--- src/sv/bvbo_pkg.sv ---
// ----------------------------------------------------------------------------
// bvbo_pkg: shared types and constants for the block occupancy unit
// Sizes, register indexes, command word between front and back, and the
// range clamps applied to the configuration registers.
// ----------------------------------------------------------------------------
package bvbo_pkg;

  localparam int MaxSize   = 256;
  localparam int MaxFactor = 16;
  localparam int CountW    = 8;

  localparam int PosW    = $clog2(MaxSize);
  localparam int PhaseW  = $clog2(MaxFactor);
  localparam int FactorW = 5;
  localparam int SizeW   = 9;
  localparam int CoordW  = SizeW + 1;
  localparam int AddrW   = 2 * PosW;
  localparam int LabelW  = 8;
  localparam int ValueW  = 8;
  localparam int AccW    = CountW + 1;
  localparam int PlaneDepth = MaxSize * MaxSize;

  localparam int CfgIdxW  = 3;
  localparam int CfgDataW = 9;

  localparam int QueueDepth = 4;
  localparam int QPtrW      = $clog2(QueueDepth);
  localparam int QCntW      = QPtrW + 1;

  localparam logic [CfgIdxW-1:0] RegFactor = 3'd0;
  localparam logic [CfgIdxW-1:0] RegSizeX  = 3'd1;
  localparam logic [CfgIdxW-1:0] RegSizeY  = 3'd2;
  localparam logic [CfgIdxW-1:0] RegSizeZ  = 3'd3;
  localparam logic [CfgIdxW-1:0] RegFill   = 3'd4;
  localparam logic [CfgIdxW-1:0] RegStep   = 3'd5;

  localparam logic [FactorW-1:0] FactorRst = 5'd6;
  localparam logic [SizeW-1:0]   SizeRst   = 9'd256;
  localparam logic [ValueW-1:0]  FillRst   = 8'd0;
  localparam logic [ValueW-1:0]  StepRst   = 8'd1;

  typedef struct packed {
    logic [FactorW-1:0] factor;
    logic [SizeW-1:0]   size_x;
    logic [SizeW-1:0]   size_y;
    logic [SizeW-1:0]   size_z;
    logic [ValueW-1:0]  fill;
    logic [ValueW-1:0]  step;
  } cfg_t;

  // One in-bounds voxel, classified by the front.
  typedef struct packed {
    logic [AddrW-1:0] addr;
    logic             hit;
    logic             first;
    logic             last_blk;
    logic             last_vol;
  } cmd_t;

  function automatic logic [FactorW-1:0] clamp_factor(input logic [FactorW-1:0] v);
    logic [FactorW-1:0] r;
    r = v;
    if (v == '0) r = FactorW'(1);
    else if (v > FactorW'(MaxFactor)) r = FactorW'(MaxFactor);
    return r;
  endfunction

  function automatic logic [SizeW-1:0] clamp_size(input logic [SizeW-1:0] v);
    logic [SizeW-1:0] r;
    r = v;
    if (v == '0) r = SizeW'(1);
    else if (v > SizeW'(MaxSize)) r = SizeW'(MaxSize);
    return r;
  endfunction

endpackage

--- src/sv/bvbo_queue.sv ---
// ----------------------------------------------------------------------------
// bvbo_queue: short command FIFO between front and back
// Decouples voxel intake from accumulator updates and result stalls.
// ----------------------------------------------------------------------------
module bvbo_queue (
  input  logic           clk_i,
  input  logic           rst_ni,
  input  logic           push_i,
  input  bvbo_pkg::cmd_t push_cmd_i,
  input  logic           pop_i,
  output logic           full_o,
  output logic           valid_o,
  output bvbo_pkg::cmd_t head_o
);

  bvbo_pkg::cmd_t              slots_q [bvbo_pkg::QueueDepth];
  logic [bvbo_pkg::QPtrW-1:0]  wr_ptr_q, wr_ptr_d, rd_ptr_q, rd_ptr_d;
  logic [bvbo_pkg::QCntW-1:0]  cnt_q, cnt_d;

  assign full_o  = cnt_q == bvbo_pkg::QCntW'(bvbo_pkg::QueueDepth);
  assign valid_o = cnt_q != '0;
  assign head_o  = slots_q[rd_ptr_q];

  always_comb begin
    wr_ptr_d = wr_ptr_q;
    rd_ptr_d = rd_ptr_q;
    cnt_d    = cnt_q;
    if (push_i) begin
      wr_ptr_d = wr_ptr_q + bvbo_pkg::QPtrW'(1);
    end
    if (pop_i) begin
      rd_ptr_d = rd_ptr_q + bvbo_pkg::QPtrW'(1);
    end
    if (push_i && !pop_i) begin
      cnt_d = cnt_q + bvbo_pkg::QCntW'(1);
    end else if (pop_i && !push_i) begin
      cnt_d = cnt_q - bvbo_pkg::QCntW'(1);
    end
  end

  always_ff @(posedge clk_i) begin
    if (push_i) begin
      slots_q[wr_ptr_q] <= push_cmd_i;
    end
  end

  always_ff @(posedge clk_i or negedge rst_ni) begin
    if (!rst_ni) begin
      wr_ptr_q <= '0;
      rd_ptr_q <= '0;
      cnt_q    <= '0;
    end else begin
      wr_ptr_q <= wr_ptr_d;
      rd_ptr_q <= rd_ptr_d;
      cnt_q    <= cnt_d;
    end
  end

endmodule

--- config.mk ---
export PLATFORM = sky130hd
export DESIGN_NAME = bvbo_queue
export DESIGN_NICKNAME = d
export VERILOG_FILES = /design/src/sv/bvbo_pkg.sv /design/src/sv/bvbo_queue.sv
export SDC_FILE = /design/constraint.sdc
export NUM_CORES = 1
export LEC_CHECK = 0
export ABC_AREA = 0
export BUFFER_PORTS_ARGS = -buffer_cell sky130_fd_sc_hd__buf_2
export CORE_MARGIN = 2
export CORE_UTILIZATION = 56
export DETAILED_ROUTE_END_ITERATION = 6
export PLACE_DENSITY = 0.89
export REMOVE_ABC_BUFFERS = 1
export SLEW_MARGIN = 20
export SYNTH_ARGS = -nofsm -noshare
export SYNTH_HDL_FRONTEND = slang
export SYNTH_SLANG_ARGS = --single-unit
--- constraint.sdc ---
create_clock -name clk_i -period 2.1 [get_ports clk_i]
set_input_delay 0.21 -clock clk_i [delete_from_list [all_inputs] [get_ports clk_i]]
set_output_delay 0.21 -clock clk_i [all_outputs]
set_load 0.05 [all_outputs]
# After elaboration in Yosys (flattened, before gate mapping)
# Memory sizes are Yosys's and may differ from the RTL's.
# Cells that the tools add are included.
[op_classes]
addsub = 4
n_eq_ne = 1
mux = 4
reduce_logical = 6
[ops]
columns = ["op", "count"]
rows = [
  ["$mux W3", 2],
  ["$add A2 B1 Y2 const B", 2],
  ["$add A3 B1 Y3 const B", 1],
  ["$eq A3 B3 Y1 const B", 1],
  ["$reduce_bool A3 Y1", 1],
  ["$sub A3 B1 Y3 const B", 1],
  ["$logic_and A1 B1 Y1", 2],
  ["$logic_not A1 Y1", 2],
  ["$mux W1", 2],
  ["$reduce_bool A2 Y1", 1],
]
[totals]
ff_bits = 7
mem_bits_rw = 80
in_bits = 24
out_inout_bits = 22
n_memories = 1
[memory_table]
columns = ["name", "depth", "word_bits", "read_ports", "rd_clocked_by_memory_dff", "wr", "line_no", "text"]
rows = [
  ["slots_q", 4, 20, 1, 0, 1, "bvbo_queue.sv:16", "bvbo_pkg::cmd_t slots_q [bvbo_pkg::QueueDepth];"],
]

# Depth between registers and ports, before layout
# Gate-level depths: netlist (run 1).
[logic_depth]
word_depth = 4
depth_mapped = 7

# Least setup slack after synthesis (run 1)
# OpenSTA, ideal clock, no wires.
[synth_path]
path_kind = "flip-flop to output port"
start = "reg cnt_q[0] in the netlist's numbering"
end = "out full_o"
arrival_ps = 1594
required_time_ps = 1890
slack_ps = 296
stages_incl_launch_ff = 2
path_cell_list = "dfrtp_1 -> nor3b_1"
[synth_via]
elab_chain_len = 1
[synth_lines]
columns = ["element", "line_no", "text"]
rows = [
  ["start, declared", "bvbo_queue.sv:18", "logic [bvbo_pkg::QCntW-1:0] cnt_q, cnt_d;"],
  ["start signal, assigned", "bvbo_queue.sv:55", "cnt_q <= cnt_d;"],
  ["$eq A3 B3 Y1", "bvbo_queue.sv:20", "assign full_o = cnt_q == bvbo_pkg::QCntW'(bvbo_pkg::QueueDepth);"],
  ["end, declared", "bvbo_queue.sv:11", "output logic full_o,"],
]
# No other way between the ends.

==> results of run 1 <==
## where the power goes
| group | switching [uW] | leakage [uW] | total (uW) | internal [uW] |
|---|---|---|---|---|
| clock network | 490 | 0.0000840 | 1020 | 535 |
| registers | 127 | 0.000817 | 2410 | 2290 |
| logic | 1630 | 0.000479 | 2410 | 777 |
## stage by stage
stage / setup TNS, ns / worst slack (ns)
5_1_grt: 0 / 0.0129
4_1_cts: 0 / 0.0682
3_3_place_gp: 0 / 0.426
3_5_place_dp: 0 / 0.303
6_report: 0 / 0.110
2_1_floorplan: -0.0391 / -0.0196
## placed cells by master, fill, tap and decap left out
cell type,n
clkbuf_1,3
ha_1,5
edfxtp_1,80
and2_1,4
mux4_1,2
dfrtp_1,7
fa_1,1
clkbuf_8,9
buf_2,45
nor2_1,1
dlygate4sd3_1,1
buf_4,10
clkinv_1,1
xnor2_1,2
mux2_2,1
nand2_1,2
nor3b_1,1
mux4_2,18
o21ai_0,1
xor2_1,4
inv_1,4
or3_1,1
bufinv_16,1
## critical path: stages (launching register included)
cell	delay (ns)
dfrtp_1	0.35
buf_4	0.27
mux4_1	0.60
buf_2	0.23
## final timing paths
path / from / to / slack (ns) / cells after the start
worst max-delay path: rd_ptr_q[0] / head_o[6] / 0.11 / 3
worst min-delay path: push_cmd_i[0] / slots_q[2][0] / 0.09 / 1
worst max register to register: wr_ptr_q[0] / slots_q[3][14] / 0.31 / 2
worst min register to register: cnt_q[2] / cnt_q[2] / 0.52 / 1
max in group asynchronous: rst_ni / rd_ptr_q[0] / 1.69 / 2
min in group asynchronous: rst_ni / rd_ptr_q[1] / 0.24 / 2
## kinds of logic (layout without fill, tap and decap cells)
logic type	Yosys count	count (layout)
XOR/XNOR	6	6
AO/OA/AOI/OAI	1	1
AND/OR/NAND/NOR	9	9
buffers and inverters	8	74
multiplexers	21	21
adder cells (fa/ha/maj)	6	6
flip-flops	87	87
## flip-flops by register name (all words and copies together), names as in the netlist
name and flops:
cnt_q 3, rd_ptr_q 2, slots_q 80, wr_ptr_q 2
## routing by layer
layer | global-route usage | wire length (microns) | vias to the layer above
met4 | 0.0729 | 111 | 0
met3 | 0.0562 | 296 | 13
li1 | - | - | 684
met5 | 0 | 0 | -
met2 | 0.303 | 2730 | 50
met1 | 0.239 | 2190 | 778
## layout make-up
class	instances	area (sq um)
clock buffer	12	135
clock inverter	2	33.8
fill	368	1750
inverter	4	15.0
multi-input combinational	43	659
sequential	87	2580
tap	72	90.1
timing repair buffer	56	310
## what timing repair did
item,CTS,global route
hold buffers,1,0
endpoints found under the setup margin,0,0
endpoints found under the hold margin,7,0
==> out/qor.txt, run 1 <==
Max cap viols -> 0
Tot Pwr -> 5840 uW
Clk_lat worst skew -> 0.34 ns
CTS resizes -> 0
Number of global-route vias before repair -> 1665
CTS tree -> yes
Asr flop ratio synth -> 0.0805
Synth Register Bits -> 87
Die height -> 80.6 microns
Die Width -> 80.6 microns
Final Cycle Share -> 0.947
Slew @ Worst Pin -> 1.04 ns
Antenna diodes -> 0
Number of flops mapped to enable cells by yosys -> 80
Most common cell in the netlist -> edfxtp_1
Total wire length -> 5320 microns
Mapped Cells -> 138
Final design utilization -> 0.686
Simple-Gate Fraction of Synth Area -> 0.0152
Routed vias/inst -> 5.53
Clk sink count -> 87
Synth Area in Compound Gates -> 0.00152
Critical path peak fanout -> 13
Core area -> 5570 sq um
Drc violations -> 0
Crit path DAT -> 1.78 ns
Worst VDD drop -> 0.932 mV
CTS buffer count -> 9
Nets -> 231
Largest family of logic cells by synthesized area -> multiplexers
Post-synthesis xor/xnor area fraction -> 0.0160
DP Area -> 3640 sq um
Synth area leader -> edfxtp_1
GRT overflow -> 0
DP Cell Count -> 261
Final setup fails -> 0
DRT Pass-1 Iters -> 4
Slew headroom -> 0.306
Clock Tree Buf Depth -> 2
Cell area after synthesis -> 3280 sq um
Max Slew Vio Count -> 0
Number of port buffers -> 45
Status -> completed
Initial antenna violation count -> 0
Root Driver -> clkbuf_8
Yosys warns -> 0
Post-CTS Setup Repair Bufs -> 0
DP HPWL -> 3750 microns
Site Rows -> 27
Minimum clock period -> 1.99 ns
Multiplexer share of the synthesized area -> 0.143
Area delta synth->final -> 16.3%
Antenna Nets Post-Route -> 0
WL/cell -> 19.3 microns
Mean post-synth cell area -> 23.8 sq um
Synth Area in Adders -> 0.0251
Yosys cell types -> 18
Pwr dens -> 1530 nW/um^2
Worst min-delay path category -> in -> reg
Critical path endpoint category -> output port
Post-synth top cells -> edfxtp_1, mux4_2, dfrtp_1, ha_1
Via count -> 1525
Initial DRC count -> 103
Design Area, Final -> 3820 sq um
Post-synth top area share -> 0.731
Die ar. -> 6490 sq um
LEAKAGE -> 0.00138 uW
Layout Cells excl Fill -> 276
Final Hold Viols -> 0
Critical Path RT -> 1.89 ns
RSZ-0062 raised after global routing -> no
Clk pin slew, worst setup/hold paths -> 0.07 ns
First-pass GRT wire length -> 8510 microns
Total GRT Usage -> 0.187
Clk_skew -> 0.00485 ns
Initial Util -> 0.589
IO Count -> 46
Ys flop type -> edfxtp_1
Fmax -> 0.503 GHz
Pin count of the biggest net entering global routing -> 21
H-tree Lvls -> 3
Sequential share of the synthesized area -> 0.785
Min Hold Slack -> 0.0872 ns
Share of cells above drive strength 1 -> 0.412
Synth area leaders -> edfxtp_1, mux4_2, dfrtp_1
Gpl congestion -> 0.654
Nature of the critical path startpoint -> flip-flop
Critical path class -> reg -> out
No activity file was read; power rests on OpenSTA's default activity.
==> inputs of run 2 (changes only) <==
--- a/config.mk
+++ b/config.mk
@@ -8,9 +8,9 @@
 export ABC_AREA = 0
 export BUFFER_PORTS_ARGS = -buffer_cell sky130_fd_sc_hd__buf_2
 export CORE_MARGIN = 2
-export CORE_UTILIZATION = 56
+export CORE_UTILIZATION = 55
 export DETAILED_ROUTE_END_ITERATION = 6
-export PLACE_DENSITY = 0.89
+export PLACE_DENSITY = 0.88
 export REMOVE_ABC_BUFFERS = 1
 export SLEW_MARGIN = 20
 export SYNTH_ARGS = -nofsm -noshare
==> run 2 against run 1 <==
Critical path depth unchanged; setup slack got worse by 0.0051 ns; flip-flop and latch count is the same; routed wire length fell by 0.88%; clock skew grew 0.0013 ns; die area increased by 1.7%; clock power is 6% higher; combinational power decreased by 2%; final area increased by 0.82%; first-iteration DRC count up 3.9%.
==> out/qor.txt, run 2 (synthesis gave the netlist of run 1 again) <==
Status -> completed
Setup TNS -> 0 ns
Die ar. -> 6610 sq um
Clk_lat worst skew -> 0.34 ns
Total wire length -> 5270 microns
Worst VDD drop -> 0.923 mV
Via count -> 1549
LEAKAGE -> 0.00139 uW
Worst min-delay path category -> in -> reg
Final Cycle Share -> 0.950
Met2 wire length -> 2840 microns
Layout Cells excl Fill -> 282
Drc violations -> 0
DR WL met3 -> 268 microns
CTS buffer count -> 9
Area delta synth->final -> 17.3%
Critical path class -> reg -> out
First-pass GRT wire length -> 8180 microns
Initial antenna violation count -> 0
Worst path max stage delay -> 0.56 ns
Total GRT Usage -> 0.178
Fmax -> 0.501 GHz
CP Cell Sequence -> buf_4 -> mux4_2 -> buf_2
Most frequent cells in the layout -> edfxtp_1, buf_2, mux4_2
WL/cell -> 18.7 microns
Antenna diodes -> 0
Nature of the critical path startpoint -> flip-flop
H-tree Lvls -> 3
Final Hold Viols -> 0
Min Hold Slack -> 0.0798 ns
CTS tree -> yes
Share of cells above drive strength 1 -> 0.430
Largest registers -> slots_q x80, cnt_q x3
Max cap viols -> 0
# fillers -> 356
Slew @ Worst Pin -> 0.397 ns
Highest Signal Layer -> met4
Critical Path RT -> 1.89 ns
M1 WL -> 2090 microns
Crit path max-delay family -> flip-flops
Max Slew Vio Count -> 0
Largest Register -> slots_q
Crit path DAT -> 1.78 ns
Pin count of the biggest net entering global routing -> 15
Antenna Nets Post-Route -> 0
Clk pin slew, worst setup/hold paths -> 0.08 ns
Gpl congestion -> 0.710
IO Count -> 46
Final setup fails -> 0
Slowest CP cell -> dfrtp_1
Routed vias/inst -> 5.49
Critical path peak fanout -> 14
Largest register FFs -> 80
DRT Pass-1 Iters -> 4
Root Driver -> clkbuf_8
Most common cell after layout, fill and taps aside -> edfxtp_1
Slew headroom -> 0.736
CTS resizes -> 0
Die Width -> 81.3 microns
DP HPWL -> 3700 microns
Clk_skew -> 0.00614 ns
GRT overflow -> 0
Initial DRC count -> 107
CP bufs+invs -> 2
Critical path endpoint category -> output port
Core area -> 5850 sq um
RSZ-0062 raised after global routing -> no
Nets -> 232
Clock Tree Buf Depth -> 2
Minimum clock period -> 1.99 ns
Number of global-route vias before repair -> 1667
Clk sink count -> 87
Site Rows -> 28
Number of port buffers -> 45
DP Cell Count -> 265
Pwr dens -> 1520 nW/um^2
Initial Util -> 0.561
Die height -> 81.3 microns
[run 2: timing repair]
item | in CTS | in global routing
buffers inserted | 0 | 0
hold buffers | 1 | 0
endpoints found under the hold margin | 7 | 0
[run 2: path summary, 6_finish.rpt]
kind | start | to | slack (ns) | cells after the start
worst max-delay path | rd_ptr_q[1] | head_o[5] | 0.11 | 3
worst min-delay path | push_cmd_i[10] | slots_q[1][10] | 0.08 | 1
worst max register to register | wr_ptr_q[0] | slots_q[2][4] | 0.50 | 4
worst min register to register | cnt_q[2] | cnt_q[2] | 0.49 | 1
max in group asynchronous | rst_ni | wr_ptr_q[0] | 1.72 | 2
min in group asynchronous | rst_ni | cnt_q[2] | 0.22 | 2
[run 2: cell type report]
class	instances	area, sq um	share of cell area
clock buffers	10	128	0.0331
clock inverters	6	61.3	0.0159
inverters	4	15.0	0.00390
multi-input cells	43	659	0.171
flip-flops and latches	87	2580	0.669
well taps	75	93.8	0.0244
repair buffers	57	318	0.0825
[run 2: per-layer routing]
| metal | up-vias | GRT usage |
|---|---|---|
| met1 | 804 | 0.203 |
| met3 | 8 | 0.0589 |
| met5 | - | 0 |
| met4 | 0 | 0.0678 |
| met2 | 47 | 0.310 |
| li1 | 690 | - |
[run 2: worst register-to-register path, stage by stage, from the launching register on]
cell	delay, ns
dfrtp_1	0.44
inv_1	0.11
ha_1	0.15
and2_1	0.36
buf_4	0.25
[run 2: metrics by stage]
step            util  total power (uW)  instance area [sq um]  worst slack, ns
2_1_floorplan      -              4250                   3250          -0.0196
3_3_place_gp   0.624              4790                   3650            0.507
3_5_place_dp   0.624              4870                   3650            0.464
4_1_cts        0.658              5940                   3850           0.0656
5_1_grt        0.658              6140                   3850           0.0336
6_report       0.658              5870                   3850            0.105
[run 2: power by group]
part,internal [uW],switching (uW),leakage (uW)
Combinational,771,1580,0.000485
Clock,543,539,0.0000859
Sequential,2280,154,0.000817
Total,3600,2270,0.00139
==> inputs of run 3 (changes only) <==
--- a/config.mk
+++ b/config.mk
@@ -7,9 +7,9 @@
 export LEC_CHECK = 0
 export ABC_AREA = 0
 export BUFFER_PORTS_ARGS = -buffer_cell sky130_fd_sc_hd__buf_2
-export CORE_MARGIN = 2
 export CORE_UTILIZATION = 55
 export DETAILED_ROUTE_END_ITERATION = 6
+export MAX_ROUTING_LAYER = met4
 export PLACE_DENSITY = 0.88
 export REMOVE_ABC_BUFFERS = 1
 export SLEW_MARGIN = 20
==> constraint.sdc (replaced) <==
create_clock -name clk_i -period 1.9 [get_ports clk_i]
set_input_delay 0.19 -clock clk_i [delete_from_list [all_inputs] [get_ports clk_i]]
set_output_delay 0.19 -clock clk_i [all_outputs]
set_load 0.05 [all_outputs]
==> run 3 against run 2 <==
Critical path depth unchanged; via count down 0.19%; count of clock-buffer cells in the layout did not move; sequential power grew 12%; largest power group is now combinational logic; first-iteration DRC count down 25%; hold slack worse by 0.024 ns; routed wire length is 7.8% higher; largest cell class unchanged; non-clock buffer count decreased by 2.
==> out/qor.txt, run 3 (synthesis gave the netlist of run 1 again) <==
Critical path endpoint category -> output port
Pint -> 4510 uW
Status -> completed
Critical path depth in cells -> 3
Largest Register -> slots_q
GRT overflow -> 0
Die Width -> 79.3 microns
Critical Path RT -> 1.71 ns
Max cap viols -> 0
Min Hold Slack -> 0.0560 ns
Combinational Power Share -> 0.431
H-tree Lvls -> 3
Most common cell after layout, fill and taps aside -> edfxtp_1
Final Hold Viols -> 0
Worst path max stage delay -> 0.57 ns
Critical path peak fanout -> 8
Hold Path Depth -> 1
Clk_lat worst skew -> 0.35 ns
Critical path class -> reg -> out
Antenna diodes -> 0
First-pass GRT wire length -> 8520 microns
Number of global-route vias before repair -> 1648
CP bufs+invs -> 2
DP Cell Count -> 259
Pwr dens -> 1780 nW/um^2
Crit path DAT -> 1.70 ns
Final setup fails -> 0
Via count -> 1546
Clk sink count -> 87
Routed vias/inst -> 5.58
Antenna Nets Post-Route -> 0
Initial DRC count -> 80
WL/cell -> 20.5 microns
Drc violations -> 0
Crit path max-delay family -> multiplexers
Clk_skew -> 0.00494 ns
Total wire length -> 5690 microns
Worst min-delay path category -> in -> reg
Largest registers -> slots_q x80, cnt_q x3
Most frequent cells in the layout -> edfxtp_1, buf_2, mux4_2
Die height -> 79.3 microns
CP Cell Sequence -> buf_12 -> mux4_1 -> buf_6
Clk pin slew, worst setup/hold paths -> 0.08 ns
DRT Pass-1 Iters -> 4
Clock Power Share -> 0.187
Clock Tree Buf Depth -> 2
Initial antenna violation count -> 0
Tot Pwr -> 7140 uW
Gpl congestion -> 0.650
Pin count of the biggest net entering global routing -> 21
Total GRT Usage -> 0.207
CTS tree -> yes
Number of port buffers -> 45
Reg2Reg Setup Slack -> 0.49 ns
Switch Pwr -> 2630 uW
Switching share of total power -> 0.369
Final Cycle Share -> 0.996
Initial Util -> 0.582
Nature of the critical path startpoint -> flip-flop
Core area -> 5640 sq um
Site Rows -> 27
Largest register FFs -> 80
Max Slew Vio Count -> 0
Slew @ Worst Pin -> 0.313 ns
Layout Cells excl Fill -> 277
Nets -> 230
Seq pwr share -> 0.382
DP HPWL -> 3830 microns
Worst R2R Path Depth -> 4
Fmax -> 0.529 GHz
Share of cells above drive strength 1 -> 0.434
Worst VDD drop -> 1.51 mV
Die ar. -> 6280 sq um
Minimum clock period -> 1.89 ns
Root Driver -> clkbuf_8
Area delta synth->final -> 22.2%
Slew headroom -> 0.791
Slowest CP cell -> mux4_1
CTS buffer count -> 9
IO Count -> 46
RSZ-0062 raised after global routing -> yes
LEAKAGE -> 0.00145 uW
-- run 3: area by class of cell --
cell class,instances,area (sq um)
clock buffers,10,128
clock inverters,6,85.1
fillers,311,1630
inverters,4,15.0
multi-input cells,43,659
flip-flops and latches,87,2580
well taps,72,90.1
repair buffers,55,455
-- run 3: metrics by stage --
| stage | utilization | TNS, ns | area [sq um] | worst slack (ns) |
|---|---|---|---|---|
| global route | 0.711 | -0.331 | 4010 | -0.0534 |
| CTS | 0.691 | -0.0116 | 3900 | -0.00730 |
| global placement | 0.647 | 0 | 3650 | 0.379 |
| floorplan | - | -1.42 | 3250 | -0.200 |
| detailed placement | 0.647 | 0 | 3650 | 0.367 |
| finish | 0.711 | 0 | 4010 | 0.00812 |
-- run 3: per-layer routing --
layer,part of all wire,vias to the layer above,global-route usage,routed length [microns]
li1,-,689,-,-
met1,0.40,788,0.231,2260
met2,0.53,58,0.341,3010
met3,0.057,11,0.0816,327
met4,0.016,0,0.0727,92
met5,0,-,-,0
-- run 3: what timing repair did --
item | CTS | global route
hold buffers | 1 | 0
endpoints found under the setup margin | 7 | 20
setup buffers | 0 | 0
hold endpoints to repair | 7 | 0
gates resized for setup | 9 | 42
cloned | 0 | 1
-- run 3: final timing paths --
kind / start / endpoint
max: rd_ptr_q[0] / head_o[15]
min: push_cmd_i[0] / slots_q[3][0]
max reg2reg: wr_ptr_q[0] / slots_q[2][10]
min reg2reg: cnt_q[2] / cnt_q[2]
max in group asynchronous: rst_ni / rd_ptr_q[1]
min in group asynchronous: rst_ni / cnt_q[2]
-- run 3: power groups by stage --
stage / Combinational [uW] / Clock, uW / Sequential [uW]
3_3_place_gp: 2600 / 0 / 2700
6_report: 3080 / 1330 / 2730
3_5_place_dp: 2690 / 0 / 2760
2_1_floorplan: 1890 / 0 / 2810
4_1_cts: 2780 / 1360 / 2720
5_1_grt: 3230 / 1420 / 2770
-- run 3: worst register-to-register path: cells and delay by family (launching register included) --
family / cells / cell delay (ns)
buffers and inverters: 2 / 0.39
adders and majority gates: 1 / 0.15
DFF: 1 / 0.43
and+or+nand+nor: 1 / 0.12
