[src/sv/bvbo_pkg.sv]
// ----------------------------------------------------------------------------
// bvbo_pkg: shared types and constants for the block occupancy unit
// Sizes, register indexes, command word between front and back, and the
// range clamps applied to the configuration registers.
// ----------------------------------------------------------------------------
package bvbo_pkg;

  localparam int MaxSize   = 256;
  localparam int MaxFactor = 16;
  localparam int CountW    = 8;

  localparam int PosW    = $clog2(MaxSize);
  localparam int PhaseW  = $clog2(MaxFactor);
  localparam int FactorW = 5;
  localparam int SizeW   = 9;
  localparam int CoordW  = SizeW + 1;
  localparam int AddrW   = 2 * PosW;
  localparam int LabelW  = 8;
  localparam int ValueW  = 8;
  localparam int AccW    = CountW + 1;
  localparam int PlaneDepth = MaxSize * MaxSize;

  localparam int CfgIdxW  = 3;
  localparam int CfgDataW = 9;

  localparam int QueueDepth = 4;
  localparam int QPtrW      = $clog2(QueueDepth);
  localparam int QCntW      = QPtrW + 1;

  localparam logic [CfgIdxW-1:0] RegFactor = 3'd0;
  localparam logic [CfgIdxW-1:0] RegSizeX  = 3'd1;
  localparam logic [CfgIdxW-1:0] RegSizeY  = 3'd2;
  localparam logic [CfgIdxW-1:0] RegSizeZ  = 3'd3;
  localparam logic [CfgIdxW-1:0] RegFill   = 3'd4;
  localparam logic [CfgIdxW-1:0] RegStep   = 3'd5;

  localparam logic [FactorW-1:0] FactorRst = 5'd6;
  localparam logic [SizeW-1:0]   SizeRst   = 9'd256;
  localparam logic [ValueW-1:0]  FillRst   = 8'd0;
  localparam logic [ValueW-1:0]  StepRst   = 8'd1;

  typedef struct packed {
    logic [FactorW-1:0] factor;
    logic [SizeW-1:0]   size_x;
    logic [SizeW-1:0]   size_y;
    logic [SizeW-1:0]   size_z;
    logic [ValueW-1:0]  fill;
    logic [ValueW-1:0]  step;
  } cfg_t;

  // One in-bounds voxel, classified by the front.
  typedef struct packed {
    logic [AddrW-1:0] addr;
    logic             hit;
    logic             first;
    logic             last_blk;
    logic             last_vol;
  } cmd_t;

  function automatic logic [FactorW-1:0] clamp_factor(input logic [FactorW-1:0] v);
    logic [FactorW-1:0] r;
    r = v;
    if (v == '0) r = FactorW'(1);
    else if (v > FactorW'(MaxFactor)) r = FactorW'(MaxFactor);
    return r;
  endfunction

  function automatic logic [SizeW-1:0] clamp_size(input logic [SizeW-1:0] v);
    logic [SizeW-1:0] r;
    r = v;
    if (v == '0) r = SizeW'(1);
    else if (v > SizeW'(MaxSize)) r = SizeW'(MaxSize);
    return r;
  endfunction

endpackage

[src/sv/bvbo_if.sv]
// ----------------------------------------------------------------------------
// bvbo_in_if / bvbo_out_if: valid/ready channels of the occupancy unit
// Input carries one voxel label per word; output carries one block result.
// ----------------------------------------------------------------------------
interface bvbo_in_if;
  logic                         valid;
  logic                         ready;
  logic [bvbo_pkg::LabelW-1:0]  label;

  modport source (output valid, output label, input ready);
  modport sink   (input valid, input label, output ready);
endinterface


[src/sv/bvbo_front.sv]
// ----------------------------------------------------------------------------
// bvbo_front: raster scan tracker and voxel classifier
// Tracks block index, phase and block start per axis; drops voxels of
// partial edge blocks and queues a command for every other voxel.
// ----------------------------------------------------------------------------
module bvbo_front (
  input  logic                 clk_i,
  input  logic                 rst_ni,
  input  logic                 restart_i,
  input  bvbo_pkg::cfg_t       cfg_i,
  bvbo_in_if.sink              vox_in,
  input  logic                 q_full_i,
  output logic                 push_o,
  output bvbo_pkg::cmd_t       cmd_o
);

  typedef struct packed {
    logic [bvbo_pkg::PosW-1:0]   pos;
    logic [bvbo_pkg::PhaseW-1:0] phase;
    logic [bvbo_pkg::CoordW-1:0] base;
  } axis_t;

  axis_t col_q, col_d, row_q, row_d, slc_q, slc_d;

  logic [bvbo_pkg::FactorW-1:0] f;
  logic [bvbo_pkg::SizeW-1:0]   sx, sy, sz;
  logic                         accept;
  logic                         col_wrap, row_wrap;
  logic                         col_in, row_in, slc_in;
  logic                         col_end, row_end, slc_end;

  function automatic logic wraps(input axis_t a, input logic [bvbo_pkg::SizeW-1:0] size);
    logic [bvbo_pkg::CoordW-1:0] nxt;
    nxt = a.base + bvbo_pkg::CoordW'(a.phase) + bvbo_pkg::CoordW'(1);
    return nxt >= bvbo_pkg::CoordW'(size);
  endfunction

  function automatic axis_t step_axis(input axis_t a,
                                      input logic [bvbo_pkg::FactorW-1:0] fac,
                                      input logic [bvbo_pkg::SizeW-1:0] size);
    axis_t r;
    r = a;
    if (wraps(a, size)) begin
      r = '0;
    end else if (bvbo_pkg::FactorW'(a.phase) + bvbo_pkg::FactorW'(1) >= fac) begin
      r.phase = '0;
      r.pos   = a.pos + bvbo_pkg::PosW'(1);
      r.base  = a.base + bvbo_pkg::CoordW'(fac);
    end else begin
      r.phase = a.phase + bvbo_pkg::PhaseW'(1);
    end
    return r;
  endfunction

  // Block lies fully inside the volume.
  function automatic logic in_blk(input axis_t a,
                                  input logic [bvbo_pkg::FactorW-1:0] fac,
                                  input logic [bvbo_pkg::SizeW-1:0] size);
    return (a.base + bvbo_pkg::CoordW'(fac)) <= bvbo_pkg::CoordW'(size);
  endfunction

  // No further complete block follows on this axis.
  function automatic logic end_blk(input axis_t a,
                                   input logic [bvbo_pkg::FactorW-1:0] fac,
                                   input logic [bvbo_pkg::SizeW-1:0] size);
    return (a.base + bvbo_pkg::CoordW'(fac) + bvbo_pkg::CoordW'(fac))
           > bvbo_pkg::CoordW'(size);
  endfunction

  function automatic logic ph_last(input axis_t a, input logic [bvbo_pkg::FactorW-1:0] fac);
    return bvbo_pkg::FactorW'(a.phase) + bvbo_pkg::FactorW'(1) == fac;
  endfunction

  assign f  = bvbo_pkg::clamp_factor(cfg_i.factor);
  assign sx = bvbo_pkg::clamp_size(cfg_i.size_x);
  assign sy = bvbo_pkg::clamp_size(cfg_i.size_y);
  assign sz = bvbo_pkg::clamp_size(cfg_i.size_z);

  assign vox_in.ready = ~q_full_i;
  assign accept       = vox_in.valid & ~q_full_i;

  assign col_in  = in_blk(col_q, f, sx);
  assign row_in  = in_blk(row_q, f, sy);
  assign slc_in  = in_blk(slc_q, f, sz);
  assign col_end = end_blk(col_q, f, sx);
  assign row_end = end_blk(row_q, f, sy);
  assign slc_end = end_blk(slc_q, f, sz);

  always_comb begin
    cmd_o.addr     = {row_q.pos, col_q.pos};
    cmd_o.hit      = vox_in.label != '0;
    cmd_o.first    = (col_q.phase == '0) & (row_q.phase == '0) & (slc_q.phase == '0);
    cmd_o.last_blk = ph_last(col_q, f) & ph_last(row_q, f) & ph_last(slc_q, f);
    cmd_o.last_vol = cmd_o.last_blk & col_end & row_end & slc_end;
  end

  assign push_o = accept & col_in & row_in & slc_in;

  assign col_wrap = wraps(col_q, sx);
  assign row_wrap = wraps(row_q, sy);

  always_comb begin
    col_d = col_q;
    row_d = row_q;
    slc_d = slc_q;
    if (restart_i) begin
      col_d = '0;
      row_d = '0;
      slc_d = '0;
    end else if (accept) begin
      col_d = step_axis(col_q, f, sx);
      if (col_wrap) begin
        row_d = step_axis(row_q, f, sy);
        if (row_wrap) begin
          slc_d = step_axis(slc_q, f, sz);
        end
      end
    end
  end

  always_ff @(posedge clk_i or negedge rst_ni) begin
    if (!rst_ni) begin
      col_q <= '0;
      row_q <= '0;
      slc_q <= '0;
    end else begin
      col_q <= col_d;
      row_q <= row_d;
      slc_q <= slc_d;
    end
  end

endmodule

[src/flat_wrapper.sv]
// flat-port wrapper written by rule: the top's interface ports become plain ports
module bvbo_front_flat 
  (clk_i, rst_ni, restart_i, cfg_i, q_full_i, push_o, cmd_o, vox_in_valid, vox_in_label, vox_in_ready);
  bvbo_in_if vox_in_i ();
  input  logic clk_i;
  input  logic rst_ni;
  input  logic restart_i;
  input  bvbo_pkg::cfg_t cfg_i;
  input  logic q_full_i;
  output logic push_o;
  output bvbo_pkg::cmd_t cmd_o;
  input wire logic [$bits(vox_in_i.valid)-1:0] vox_in_valid;
  input wire logic [$bits(vox_in_i.label)-1:0] vox_in_label;
  output wire logic [$bits(vox_in_i.ready)-1:0] vox_in_ready;
  assign vox_in_i.valid = vox_in_valid;
  assign vox_in_i.label = vox_in_label;
  assign vox_in_ready = vox_in_i.ready;
  bvbo_front u_core (.clk_i(clk_i), .rst_ni(rst_ni), .restart_i(restart_i), .cfg_i(cfg_i), .vox_in(vox_in_i), .q_full_i(q_full_i), .push_o(push_o), .cmd_o(cmd_o));
endmodule
[config.mk]
export PLATFORM = sky130hd
export DESIGN_NAME = bvbo_front_flat
export DESIGN_NICKNAME = d
export VERILOG_FILES = /design/src/sv/bvbo_pkg.sv /design/src/sv/bvbo_if.sv /design/src/sv/bvbo_front.sv /design/src/flat_wrapper.sv
export SDC_FILE = /design/constraint.sdc
export NUM_CORES = 1
export LEC_CHECK = 0
export ABC_AREA = 1
export BUFFER_PORTS_ARGS = -buffer_cell sky130_fd_sc_hd__buf_2
export CAP_MARGIN = 20
export CORE_AREA = 5 5 133 135
export DETAILED_ROUTE_END_ITERATION = 10
export DIE_AREA = 0 0 138 140
export HOLD_SLACK_MARGIN = 0.12
export PLACE_DENSITY = 0.69
export SETUP_SLACK_MARGIN = 0.02
export SLEW_MARGIN = 25
export SYNTH_ARGS = -nofsm -noshare
export SYNTH_HDL_FRONTEND = slang
export SYNTH_SLANG_ARGS = --single-unit
[constraint.sdc]
create_clock -name clk_i -period 6.75 [get_ports clk_i]
set_input_delay 0.3375 -clock clk_i [delete_from_list [all_inputs] [get_ports clk_i]]
set_output_delay 0.3375 -clock clk_i [all_outputs]
set_load 0.005 [all_outputs]
; ---- After elaboration in Yosys (flattened, before gate mapping)
; Index checks and enable logic that the tools add are counted.
[op_classes]
add_sub_neg = 21
mul = 0
n_div = 0
n_lt_le_gt_ge = 16
eq_ne = 3
n_shift = 0
muxes = 29
bitwise_logic = 12
reduce_logical = 19
[ops]
columns = op, count
row1 = 22-bit two-way mux, 12
row2 = 10-bit by 5-bit adder with 10-bit output, 6
row3 = 9-bit two-way mux, 6
row4 = "10-bit by 1-bit adder with 10-bit output, second input constant", 3
row5 = 10-bit by 4-bit adder with 10-bit output, 3
row6 = 10-bit by 9-bit >= comparator with 1-bit output, 3
row7 = 10-bit by 9-bit greater-than comparator with 1-bit output, 3
row8 = 10-bit by 9-bit <= comparator with 1-bit output, 3
row9 = 10-bit two-way mux, 3
row10 = "9-bit greater-than comparator, second input constant", 3
row11 = 9-bit logical NOT, 3
row12 = "8-bit by 1-bit adder with 8-bit output, second input constant", 3
row13 = 8-bit two-way mux, 3
row14 = "4-bit by 1-bit adder with 5-bit output, second input constant", 3
row15 = 5-bit equality test, 3
row16 = 5-bit >= comparator, 3
row17 = "4-bit by 1-bit adder with 4-bit output, second input constant", 3
row18 = 4-bit logical NOT, 3
row19 = 4-bit two-way mux, 3
row20 = 1-bit bitwise AND, 11
row21 = 5-bit two-way mux, 2
row22 = 3-bit nonzero test, 3
row23 = 8-bit nonzero test, 1
row24 = 3-bit AND reduction, 2
row25 = 6 further kinds, 9
[totals]
ff_bits = 66
latch_bits = 0
ram_bits = 0
mem_bits_ro = 0
in_bits = 61
out_inout_bits = 22
word_cells = 109
mem_count = 0

; ---- Logic depth before layout (Yosys ltp)
; Gate-level depths: netlist of the first run.
[depth]
word_depth = 10
ltp_mapped = 30
depth_no_buf = 30

; ---- Least setup slack after synthesis of the first run
; No wires, ideal clock.
[synth_path]
kind = input-to-output
from = in cfg_i[44] (netlist name)
to = out cmd_o[0] (netlist name)
t_arrival_ns = 3.958
required_time_ns = 6.412
setup_slack_ns = 2.454
cell_stages = 28
path_buffers = 0
path_cell_list = nor2_1 a31oi_1 nor2_1 ha_1 inv_1 fa_1 nand3b_1 nand2_1 xor2_1 ha_1 inv_1 o21ai_0 a21oi_1 nand2_1 nand3_1 nor2_1 xor2_1 ha_1 nand2_1 inv_1 o21ai_0 nand2_1 nand2_1 nand2_1 nand2_1 nand3_1 nand3_1 nor2_1
[synth_lines]
columns = element, line_no
row1 = from (decl), flat_wrapper.sv:8  ; input bvbo_pkg::cfg_t cfg_i;
row2 = to (decl), flat_wrapper.sv:11  ; output bvbo_pkg::cmd_t cmd_o;

==> run metrics, run 1 <==
Initial DRT Pass Iterations 5; Post-Synthesis Mean Instance Area 6.91 µm²; final worst clock skew 0.00715 ns; post-cts gate resize count 0; Area contributors post-synth sky130_fd_sc_hd__ha_1 23%, sky130_fd_sc_hd__dfrtp_1 18%, sky130_fd_sc_hd__nand2_1 15%, sky130_fd_sc_hd__inv_1 8.1%, sky130_fd_sc_hd__xor2_1 5.5%; Min-Delay Path Class input pin to asynchronous set/reset pin; Layout area overhead 9.79%; initial antenna violation count 0; Worst R2R Setup Slack 3.00 ns; HPWL after DPL roughly 17000 µm; XOR/XNOR Fraction of Synth Area 0.0657; area share of and/or/nand/nor cells after synthesis 0.302; Critical Path Slowest Stage Cell sky130_fd_sc_hd__ha_1; Max Clock Freq between 150 and 200 MHz; count of different cell masters after synthesis 45; Worst setup EP type output port; r2r startpoint u_core.row_q[10]; pin slew with the least headroom to its limit approximately 1 ns; CTS Hold Buffers Added 0; Leakage 0.00507 µW; Peak VDD IR 0.181 mV; Max-slew headroom 0.337; Async S/R FF share, synth 1.00; cell occurring most often along the worst timing path sky130_fd_sc_hd__nand2_1; type of the worst setup path input pin to output port; final critical delay including setup and external delays 5.53 ns; number of gates on the worst path with buffers counted 24; post-detailed-placement cell area 8460 µm²; number of cells on the worst reg-to-reg path 20; fraction of the mapped netlist area in compound gates 0.0954; # Post-CTS Setup Buffers 0; Final Cell Area about 8800 µm²; crit path launch cfg_i[47]; clock insertion delay at the later pin of the skew report approximately 0.34 ns; nets 1430; core area around 16000 µm²; cell with the most instances after synthesis sky130_fd_sc_hd__nand2_1; count of buffering cells on the critical path with inverters included 4; Cell Chain, Critical Path buf_2 -> inv_1 -> nand2_1 -> inv_1 -> ha_1 -> nand2_1 -> nand2_1 -> and2_1 -> xor2_1 -> ha_1 -> nand2_1 -> o21ai_0 -> a21oi_1 -> or2_2 -> nor3_1 -> xor2_1 -> ha_1 -> nand3_1 -> o21ai_0 -> nand2_1 -> nand3_1 -> nand3_1 -> nor2_1 -> buf_2; period utilisation layout 0.819; number of DRC markers in iteration 0 471; height of the die 140 µm; Post-route DRC 0; count of non-filler cells in the finished layout 1439; power density normalized to cell area approximately 330 nW/µm²; unrepaired setup endpoints after global routing false; maximum fanout along the worst path 11; mux cell area share after synthesis 0; Storage cell area 1450 µm²; horizontal die dimension 138 µm; count of input and output buffers 66; Clock transition at path regs 0.05 ns; Synthesized Nets 1373; Total GRT Usage 0.217; leading post-synthesis cells by instance count 309 x sky130_fd_sc_hd__nand2_1, 173 x sky130_fd_sc_hd__inv_1, 146 x sky130_fd_sc_hd__ha_1; number of global-route vias before repair 7262; initial cell density of the core 0.489; Rows 47; first-pass GRT wire length 34900 µm; overall die area 19300 µm²; library cell with the largest summed area after synthesis sky130_fd_sc_hd__ha_1; maximum single-stage delay on the critical path 0.39 ns; Yosys reg bits 58; area of the multi-input gates 5710 µm²; clock buffer depth 2; run status finished clean; count of maximum capacitance violations 0; main combinational cell family by area after synthesis simple AND/OR/NAND/NOR gates; total wire length 20600 µm; final number of setup-violating endpoints 0; Post-Synth Adder-Cell Area 0.251; synthesized cell area 8000 µm²; routed via count around 7400; Inserted Diodes 0; Final Hold Vio Count 0; placer's final routability congestion estimate 0.900; count of flip-flops with a built-in enable after synthesis 0; cell total after placement 1423; number of fill cells 1653; clock buffers created by TritonCTS 9; Slew Limit Fails 0; fraction of the yosys area taken by sequential cells 0.181; pin count of the biggest net entering global routing 59; mean routed wirelength per cell 14.3 µm; Most used DFF post-synth sky130_fd_sc_hd__dfrtp_1; TritonCTS Sinks just under 60; clock tree from TritonCTS yes; Yosys warning count 0; R2R Path End u_core.row_q[5]; Detail Route Antenna Nets 0; cell type group with the largest total delay on the critical path simple AND/OR/NAND/NOR gates; proportion of layout cells with a drive suffix above 1 0.0952; required time at the endpoint of the critical path about 6.4 ns; Worst Setup Start Kind input pin; Yosys top cell area share 0.228; number of H-tree branching levels 3; Post-Synthesis Cells ~1200; Final TNS setup 0 ns; CP Data Arrival Time a little over 5 ns; number of vias per cell after detailed routing 5.16; number of placed I/O pins 83; Root Buffer sky130_fd_sc_hd__clkbuf_16; total congestion overflow after global routing 0
cells in the final DEF (no fill, tap or decap), types with 46 or more instances in the layout:
cell,n
sky130_fd_sc_hd__o21ai_0,46
sky130_fd_sc_hd__ha_1,146
sky130_fd_sc_hd__xor2_1,50
sky130_fd_sc_hd__dfrtp_1,58
sky130_fd_sc_hd__nand3_1,81
sky130_fd_sc_hd__inv_1,173
sky130_fd_sc_hd__nand2_1,309
sky130_fd_sc_hd__nor2_1,80
sky130_fd_sc_hd__a21oi_1,59
sky130_fd_sc_hd__buf_2,66
logic make-up (layout without fill, tap and decap cells):
group,Yosys count,count (layout)
AOI/OAI and AO/OA,140,140
buffers and inverters,202,264
adders and majority gates,155,155
DFF,58,58
xor gates and xnor gates,60,60
and+or+nand+nor,542,542
report_power, final:
part           internal, µW  switching [µW]
logic                   707            1130
clock network           326             167
registers               421             102
cell type report:
type,instances,share of cell area
clock buffers,15,0.0328
clock inverters,1,0.00342
inverters,179,0.0771
multi-input cells,897,0.650
flip-flops and latches,58,0.165
well taps,220,0.0313
repair buffers,69,0.0402
through the flow:
step / util / setup WS, ns / hold slack [ns] / power, µW
2_1_floorplan: - / 2.45 / 0.0419 / 1910
3_3_place_gp: 0.518 / 1.35 / 0.501 / 2310
3_5_place_dp: 0.518 / 1.26 / 0.509 / 2360
4_1_cts: 0.537 / 1.26 / 0.209 / 2870
5_1_grt: 0.537 / 0.809 / 0.268 / 3200
6_report: 0.537 / 1.22 / 0.176 / 2860
per-layer routing:
| metal | track usage | share of wire | vias to the layer above |
|---|---|---|---|
| li1 | - | - | 3895 |
| met4 | 0.0733 | 0.029 | 0 |
| met1 | 0.282 | 0.47 | 3344 |
| met5 | 0 | 0 | - |
| met3 | 0.0317 | 0.040 | 41 |
| met2 | 0.369 | 0.46 | 141 |
worst reg2reg max path: cells and delay by family, from the launching register on:
| family | cells | cell delay, ns |
|---|---|---|
| AO/OA/AOI/OAI | 3 | 0.54 |
| XOR/XNOR | 1 | 0.18 |
| adder cells (fa/ha/maj) | 3 | 0.93 |
| buffers and inverters | 4 | 0.64 |
| flip-flops | 1 | 0.40 |
| AND/OR/NAND/NOR | 9 | 1.00 |
how the worst max path moves through the flow:
stage / end / slack (ns)
after detailed placement: cmd_o[0] / 1.26
final: cmd_o[0] / 1.22
after global placement: cmd_o[0] / 1.35
after global routing: cmd_o[0] / 0.81
after CTS: cmd_o[0] / 1.26
after floorplan: cmd_o[0] / 2.45
state kept, by name, indices dropped and copies added (netlist names):
register and cells:
u_core.cmd_o 16, u_core.slc_q 14, u_core.col_q 14, u_core.row_q 14
(Power assumes the default switching activity.)
==> run 2: changes to the inputs <==
==> constraint.sdc (replaced) <==
create_clock -name clk_i -period 5.3 [get_ports clk_i]
set_input_delay 0.265 -clock clk_i [delete_from_list [all_inputs] [get_ports clk_i]]
set_output_delay 0.265 -clock clk_i [all_outputs]
set_load 0.005 [all_outputs]
==> run 2 against run 1 <==
Against the previous run:
- largest power group unchanged
- via count is 0.28% higher
- sequential power up 27%
- core utilization is 0.28 points higher
- highest routed layer unchanged
- power grew 29%
- clock-buffer cell count shrank 6
==> run metrics, run 2 (synthesized netlist as in run 1, its figures left out) <==
period utilisation layout 0.905; Max Clock Freq 208 MHz; pin slew with the least headroom to its limit 0.857 ns; run status finished clean; final worst-path setup slack 0.504 ns; Rows 47; nets 1432; clock group share of total power 0.186; net switching share of the total power 0.487; Root Buffer sky130_fd_sc_hd__clkbuf_16; number of vias per cell after detailed routing 5.16; Clock transition at path regs 0.06 ns; worst slack at placement 0.449 ns; total wire length 20700 µm; type of the worst setup path input pin to output port; clock buffers created by TritonCTS 9; HPWL after DPL 16500 µm; Detail Route Antenna Nets 0; number of DRC markers in iteration 0 364; height of the die around 140 µm; power density normalized to cell area 418 nW/µm²; number of global-route vias before repair 7174; cell internal pwr around 1900 µW; clock insertion delay at the later pin of the skew report 0.34 ns; initial cell density of the core 0.489; Inserted Diodes 0; final number of setup-violating endpoints 0; Worst R2R Setup Slack around 1.6 ns; Util after Layout 0.540; mean routed wirelength per cell 14.4 µm; number of H-tree branching levels 3; unrepaired setup endpoints after global routing false; most used cells in the layout excluding fill and tap cells 309 x sky130_fd_sc_hd__nand2_1, 172 x sky130_fd_sc_hd__inv_1, 146 x sky130_fd_sc_hd__ha_1, 81 x sky130_fd_sc_hd__nand3_1, 80 x sky130_fd_sc_hd__nor2_1; number of placed I/O pins 83; routed via count 7442; proportion of layout cells with a drive suffix above 1 0.0991; crit path launch cfg_i[47]; required time at the endpoint of the critical path 5.04 ns; number of fill cells between 1500 and 2000; switching power total 1800 µW; Post-route DRC 0; r2r startpoint u_core.row_q[10]; final worst clock skew 0.00877 ns; maximum fanout along the worst path 11; core area about 16000 µm²; count of maximum capacitance violations 0; horizontal die dimension approximately 140 µm; max FFs per register 16; total congestion overflow after global routing 0; final critical delay including setup and external delays 4.80 ns; Initial DRT Pass Iterations 4; Worst Setup Start Kind input pin; post-detailed-placement cell area 8480 µm²; overall die area 19300 µm²; Leakage 0.00508 µW; Slew Limit Fails 0; Peak VDD IR 0.190 mV; first-pass GRT wire length 34600 µm; power share of the sequential group 0.180; Final TNS setup 0 ns; post-layout total power approximately 3700 µW; # Post-CTS Setup Buffers 0; placer's final routability congestion estimate ~0.90; post-cts gate resize count 0; Max-slew headroom 0.428; Layout area overhead 10.4%; Final Cell Area 8830 µm²; number of cells on the worst reg-to-reg path 20; CP Data Arrival Time ~4.5 ns; Final Hold Vio Count 0; most common cell after layout, fill and taps aside sky130_fd_sc_hd__nand2_1; clock buffer depth 2; count of input and output buffers 66; Worst setup EP type output port; CTS Hold Buffers Added 0; R2R Path End u_core.row_q[6]; initial antenna violation count 0; pin count of the biggest net entering global routing 59; Total GRT Usage 0.214; clock tree from TritonCTS yes; power share of the combinational group 0.634; Min-Delay Path Class input pin to asynchronous set/reset pin; TritonCTS Sinks 58
-- run 2: cell count changes in the layout (fill, tap and decap cells not counted), moves of 2 or more --
cell | previous run | this run
sky130_fd_sc_hd__clkbuf_8 | 4 | 0
sky130_fd_sc_hd__buf_4 | 3 | 5
sky130_fd_sc_hd__bufinv_16 | 1 | 3
sky130_fd_sc_hd__clkbuf_1 | 2 | 0
sky130_fd_sc_hd__clkinv_2 | 0 | 2
sky130_fd_sc_hd__clkinvlp_4 | 0 | 2
-- run 2: critical path, stage by stage --
cell,delay (ns)
sky130_fd_sc_hd__clkbuf_4,0.25
sky130_fd_sc_hd__inv_1,0.10
sky130_fd_sc_hd__nand2_1,0.13
sky130_fd_sc_hd__clkinvlp_4,0.27
sky130_fd_sc_hd__ha_1,0.37
sky130_fd_sc_hd__nand2_1,0.06
sky130_fd_sc_hd__nand2_1,0.11
sky130_fd_sc_hd__and2_1,0.15
sky130_fd_sc_hd__xor2_1,0.31
sky130_fd_sc_hd__ha_1,0.26
sky130_fd_sc_hd__nand2_1,0.07
sky130_fd_sc_hd__o21ai_1,0.20
sky130_fd_sc_hd__a21oi_1,0.11
sky130_fd_sc_hd__or2_2,0.32
sky130_fd_sc_hd__nor3_1,0.21
sky130_fd_sc_hd__xor2_1,0.10
sky130_fd_sc_hd__ha_1,0.31
sky130_fd_sc_hd__nand3_1,0.10
sky130_fd_sc_hd__o21ai_0,0.17
sky130_fd_sc_hd__nand2_1,0.09
sky130_fd_sc_hd__nand3_1,0.17
sky130_fd_sc_hd__nand3_1,0.12
sky130_fd_sc_hd__nor2_1,0.14
sky130_fd_sc_hd__buf_2,0.12
-- run 2: how the worst max path moves through the flow --
stage / end / slack, ns / depth (start not counted)
floorplan: cmd_o[0] / 1.15 / 28
global placement: cmd_o[0] / 0.58 / 24
detailed placement: cmd_o[0] / 0.45 / 24
CTS: cmd_o[0] / 0.43 / 24
global route: cmd_o[0] / 0.07 / 24
finish: cmd_o[0] / 0.50 / 24
-- run 2: through the flow --
stage | hold WS [ns] | std cells
floorplan | -0.0306 | 1157
global placement | 0.500 | 1425
detailed placement | 0.510 | 1425
CTS | 0.155 | 1441
global route | 0.189 | 1441
finish | 0.0891 | 1441
-- run 2: power by group through the flow --
stage	clock [µW]	sequential, µW	combinational [µW]
finish	688	664	2340
global route	716	680	2730
CTS	697	663	2340
detailed placement	0	668	2330
global placement	0	666	2270
floorplan	0	623	1810
-- run 2: area by class of cell --
cell class / instances / area [µm²] / area share
clock buffers: 9 / 225 / 0.0255
clock inverters: 7 / 116 / 0.0132
inverters: 179 / 681 / 0.0771
multi-input cells: 897 / 5710 / 0.647
flip-flops and latches: 58 / 1450 / 0.164
well taps: 220 / 275 / 0.0312
repair buffers: 71 / 370 / 0.0420
-- run 2: per-layer routing --
metal	vias up	routed length [µm]	global-route usage
li1	3890	-	-
met1	3361	9640	0.278
met2	167	9900	0.378
met3	24	842	0.0303
met4	0	291	0.0499
met5	-	0	0
==> run 3: changes to the inputs <==
--- a/config.mk
+++ b/config.mk
@@ -12,7 +12,7 @@
 export DETAILED_ROUTE_END_ITERATION = 10
 export DIE_AREA = 0 0 138 140
 export HOLD_SLACK_MARGIN = 0.12
-export PLACE_DENSITY = 0.69
+export PLACE_DENSITY = 0.65
 export SETUP_SLACK_MARGIN = 0.02
 export SLEW_MARGIN = 25
 export SYNTH_ARGS = -nofsm -noshare
==> run 3 against run 2 <==
Against the previous run:
- non-clock buffer count grew 5
- clock skew barely moved
- sequential share of layout area barely moved
- core utilization fell by 0.084 points
- largest power group unchanged
==> run metrics, run 3 (synthesized netlist as in run 1, its figures left out) <==
clock insertion delay at the later pin of the skew report 0.34 ns; number of fill cells around 1700; count of maximum capacitance violations 0; TritonCTS Sinks 58; total wire length 20800 µm; clock group share of total power 0.164; overall die area approximately 19000 µm²; Root Buffer sky130_fd_sc_hd__clkbuf_16; height of the die ~140 µm; Total GRT Usage 0.215; number of DRC markers in iteration 0 around 420; Critical Path Slowest Stage Cell sky130_fd_sc_hd__dfrtp_1; final worst clock skew 0.00837 ns; number of placed I/O pins 83; number of global-route vias before repair 7110; period utilisation layout 0.897; CP Data Arrival Time 4.49 ns; nets about 1400; clock tree from TritonCTS yes; placer's final routability congestion estimate 0.899; clock buffer depth 2; Post-route DRC 0; HPWL after DPL 16900 µm; Rows 47; clock buffers created by TritonCTS 9; Layout area overhead 10.2%; pin slew with the least headroom to its limit 0.884 ns; pin count of the biggest net entering global routing between 50 and 60; CTS Hold Buffers Added 0; net switching share of the total power 0.496; worst slack at placement between 0.5 and 0.6 ns; cell type group with the largest total delay on the critical path simple AND/OR/NAND/NOR gates; first-pass GRT wire length 34500 µm; power share of the combinational group 0.653; most common cell after layout, fill and taps aside sky130_fd_sc_hd__nand2_1; Storage cell area 1450 µm²; Initial DRT Pass Iterations 5; number of vias per cell after detailed routing 5.18; Slew Limit Fails 0; Max-slew headroom 0.405; initial cell density of the core 0.489; unrepaired setup endpoints after global routing false; Clock transition at path regs 0.06 ns; max FFs per register 16; Cell Chain, Critical Path ha_1 -> or2_2 -> and2_1 -> xor2_1 -> buf_4 -> ha_1 -> nand2_1 -> o21ai_0 -> a21oi_1 -> or2_2 -> nor3_1 -> xor2_1 -> ha_1 -> nand3_1 -> o21ai_0 -> nand2_1 -> nand3_1 -> nand3_1 -> nor2_1 -> buf_2; Inserted Diodes 0; maximum single-stage delay on the critical path 0.41 ns; final number of setup-violating endpoints 0; Final Hold Vio Count 0; type of the worst setup path register to output port; final worst-path setup slack 0.546 ns; Final Hold Slack 0.0865 ns; final critical delay including setup and external delays around 4.8 ns; area of the multi-input gates around 5700 µm²; power density normalized to cell area 412 nW/µm²; Max Clock Freq 210 MHz; Worst Setup Start Kind register; mean routed wirelength per cell 14.4 µm; initial antenna violation count 0; Peak VDD IR 0.177 mV; count of input and output buffers 66; number of H-tree branching levels 3; switching power total 1800 µW; core area 16300 µm²; # Post-CTS Setup Buffers 0; horizontal die dimension 138 µm; required time at the endpoint of the critical path 5.04 ns; Final TNS setup 0 ns; Detail Route Antenna Nets 0; most used cells in the layout excluding fill and tap cells 309 x sky130_fd_sc_hd__nand2_1, 173 x sky130_fd_sc_hd__inv_1, 146 x sky130_fd_sc_hd__ha_1, 81 x sky130_fd_sc_hd__nand3_1, 80 x sky130_fd_sc_hd__nor2_1; cell internal pwr around 1800 µW; proportion of layout cells with a drive suffix above 1 0.101; Worst setup EP type output port; run status finished clean; count of buffering cells on the critical path with inverters included 2; total congestion overflow after global routing 0; Leakage a little over 0.005 µW; Min-Delay Path Class input pin to asynchronous set/reset pin; post-cts gate resize count 0; maximum fanout along the worst path 4; routed via count roughly 7500; power share of the sequential group 0.183
==> run 3: cell types whose count changed in the layout (fill, tap and decap cells not counted), sizes merged <==
cell	before	now
clkbuf	10	11
clkinvlp	2	0
bufinv	3	1
clkinv	2	4
buf	70	76
==> run 3: through the flow <==
| stage | area (µm²) | power [µW] | utilization | instances |
|---|---|---|---|---|
| 2_1_floorplan | 8000 | 2430 | - | 1157 |
| 3_3_place_gp | 8520 | 2980 | 0.521 | 1430 |
| 3_5_place_dp | 8520 | 3020 | 0.521 | 1430 |
| 4_1_cts | 8810 | 3650 | 0.539 | 1446 |
| 5_1_grt | 8810 | 4070 | 0.539 | 1446 |
| 6_report | 8810 | 3630 | 0.539 | 1446 |
==> run 3: final timing paths <==
path / start / to / slack (ns) / cells after the start
worst max register to register: u_core.row_q[10] / u_core.row_q[9] / 1.70 / 20
min in group clk_i: u_core.slc_q[0] / u_core.slc_q[0] / 0.53 / 2
worst min register to register: u_core.slc_q[0] / u_core.slc_q[0] / 0.53 / 2
max in group asynchronous: rst_ni / u_core.cmd_o[14] / 4.66 / 2
worst max-delay path: u_core.row_q[2] / cmd_o[0] / 0.55 / 20
worst min-delay path: rst_ni / u_core.cmd_o[11] / 0.09 / 2
==> run 3: layer usage <==
metal | GRT usage | share of wire | vias to the layer above
met5 | 0 | 0 | -
met1 | 0.280 | 0.47 | 3387
met4 | 0.0624 | 0.018 | 0
li1 | - | - | 3920
met3 | 0.0334 | 0.041 | 30
met2 | 0.370 | 0.47 | 152
==> run 3: power groups by stage <==
stage	Sequential (µW)	Combinational [µW]	Clock (µW)
after floorplan	623	1810	0
after global placement	668	2310	0
after detailed placement	668	2360	0
after CTS	662	2370	609
after global routing	680	2760	627
final	664	2370	596
==> run 3: area by class of cell <==
class                      instances  area share
inverter                         179      0.0768
timing repair buffer              76      0.0460
sequential                        58       0.165
clock inverter                     5     0.00610
multi-input combinational        897       0.648
tap                              220      0.0312
clock buffer                      11      0.0275
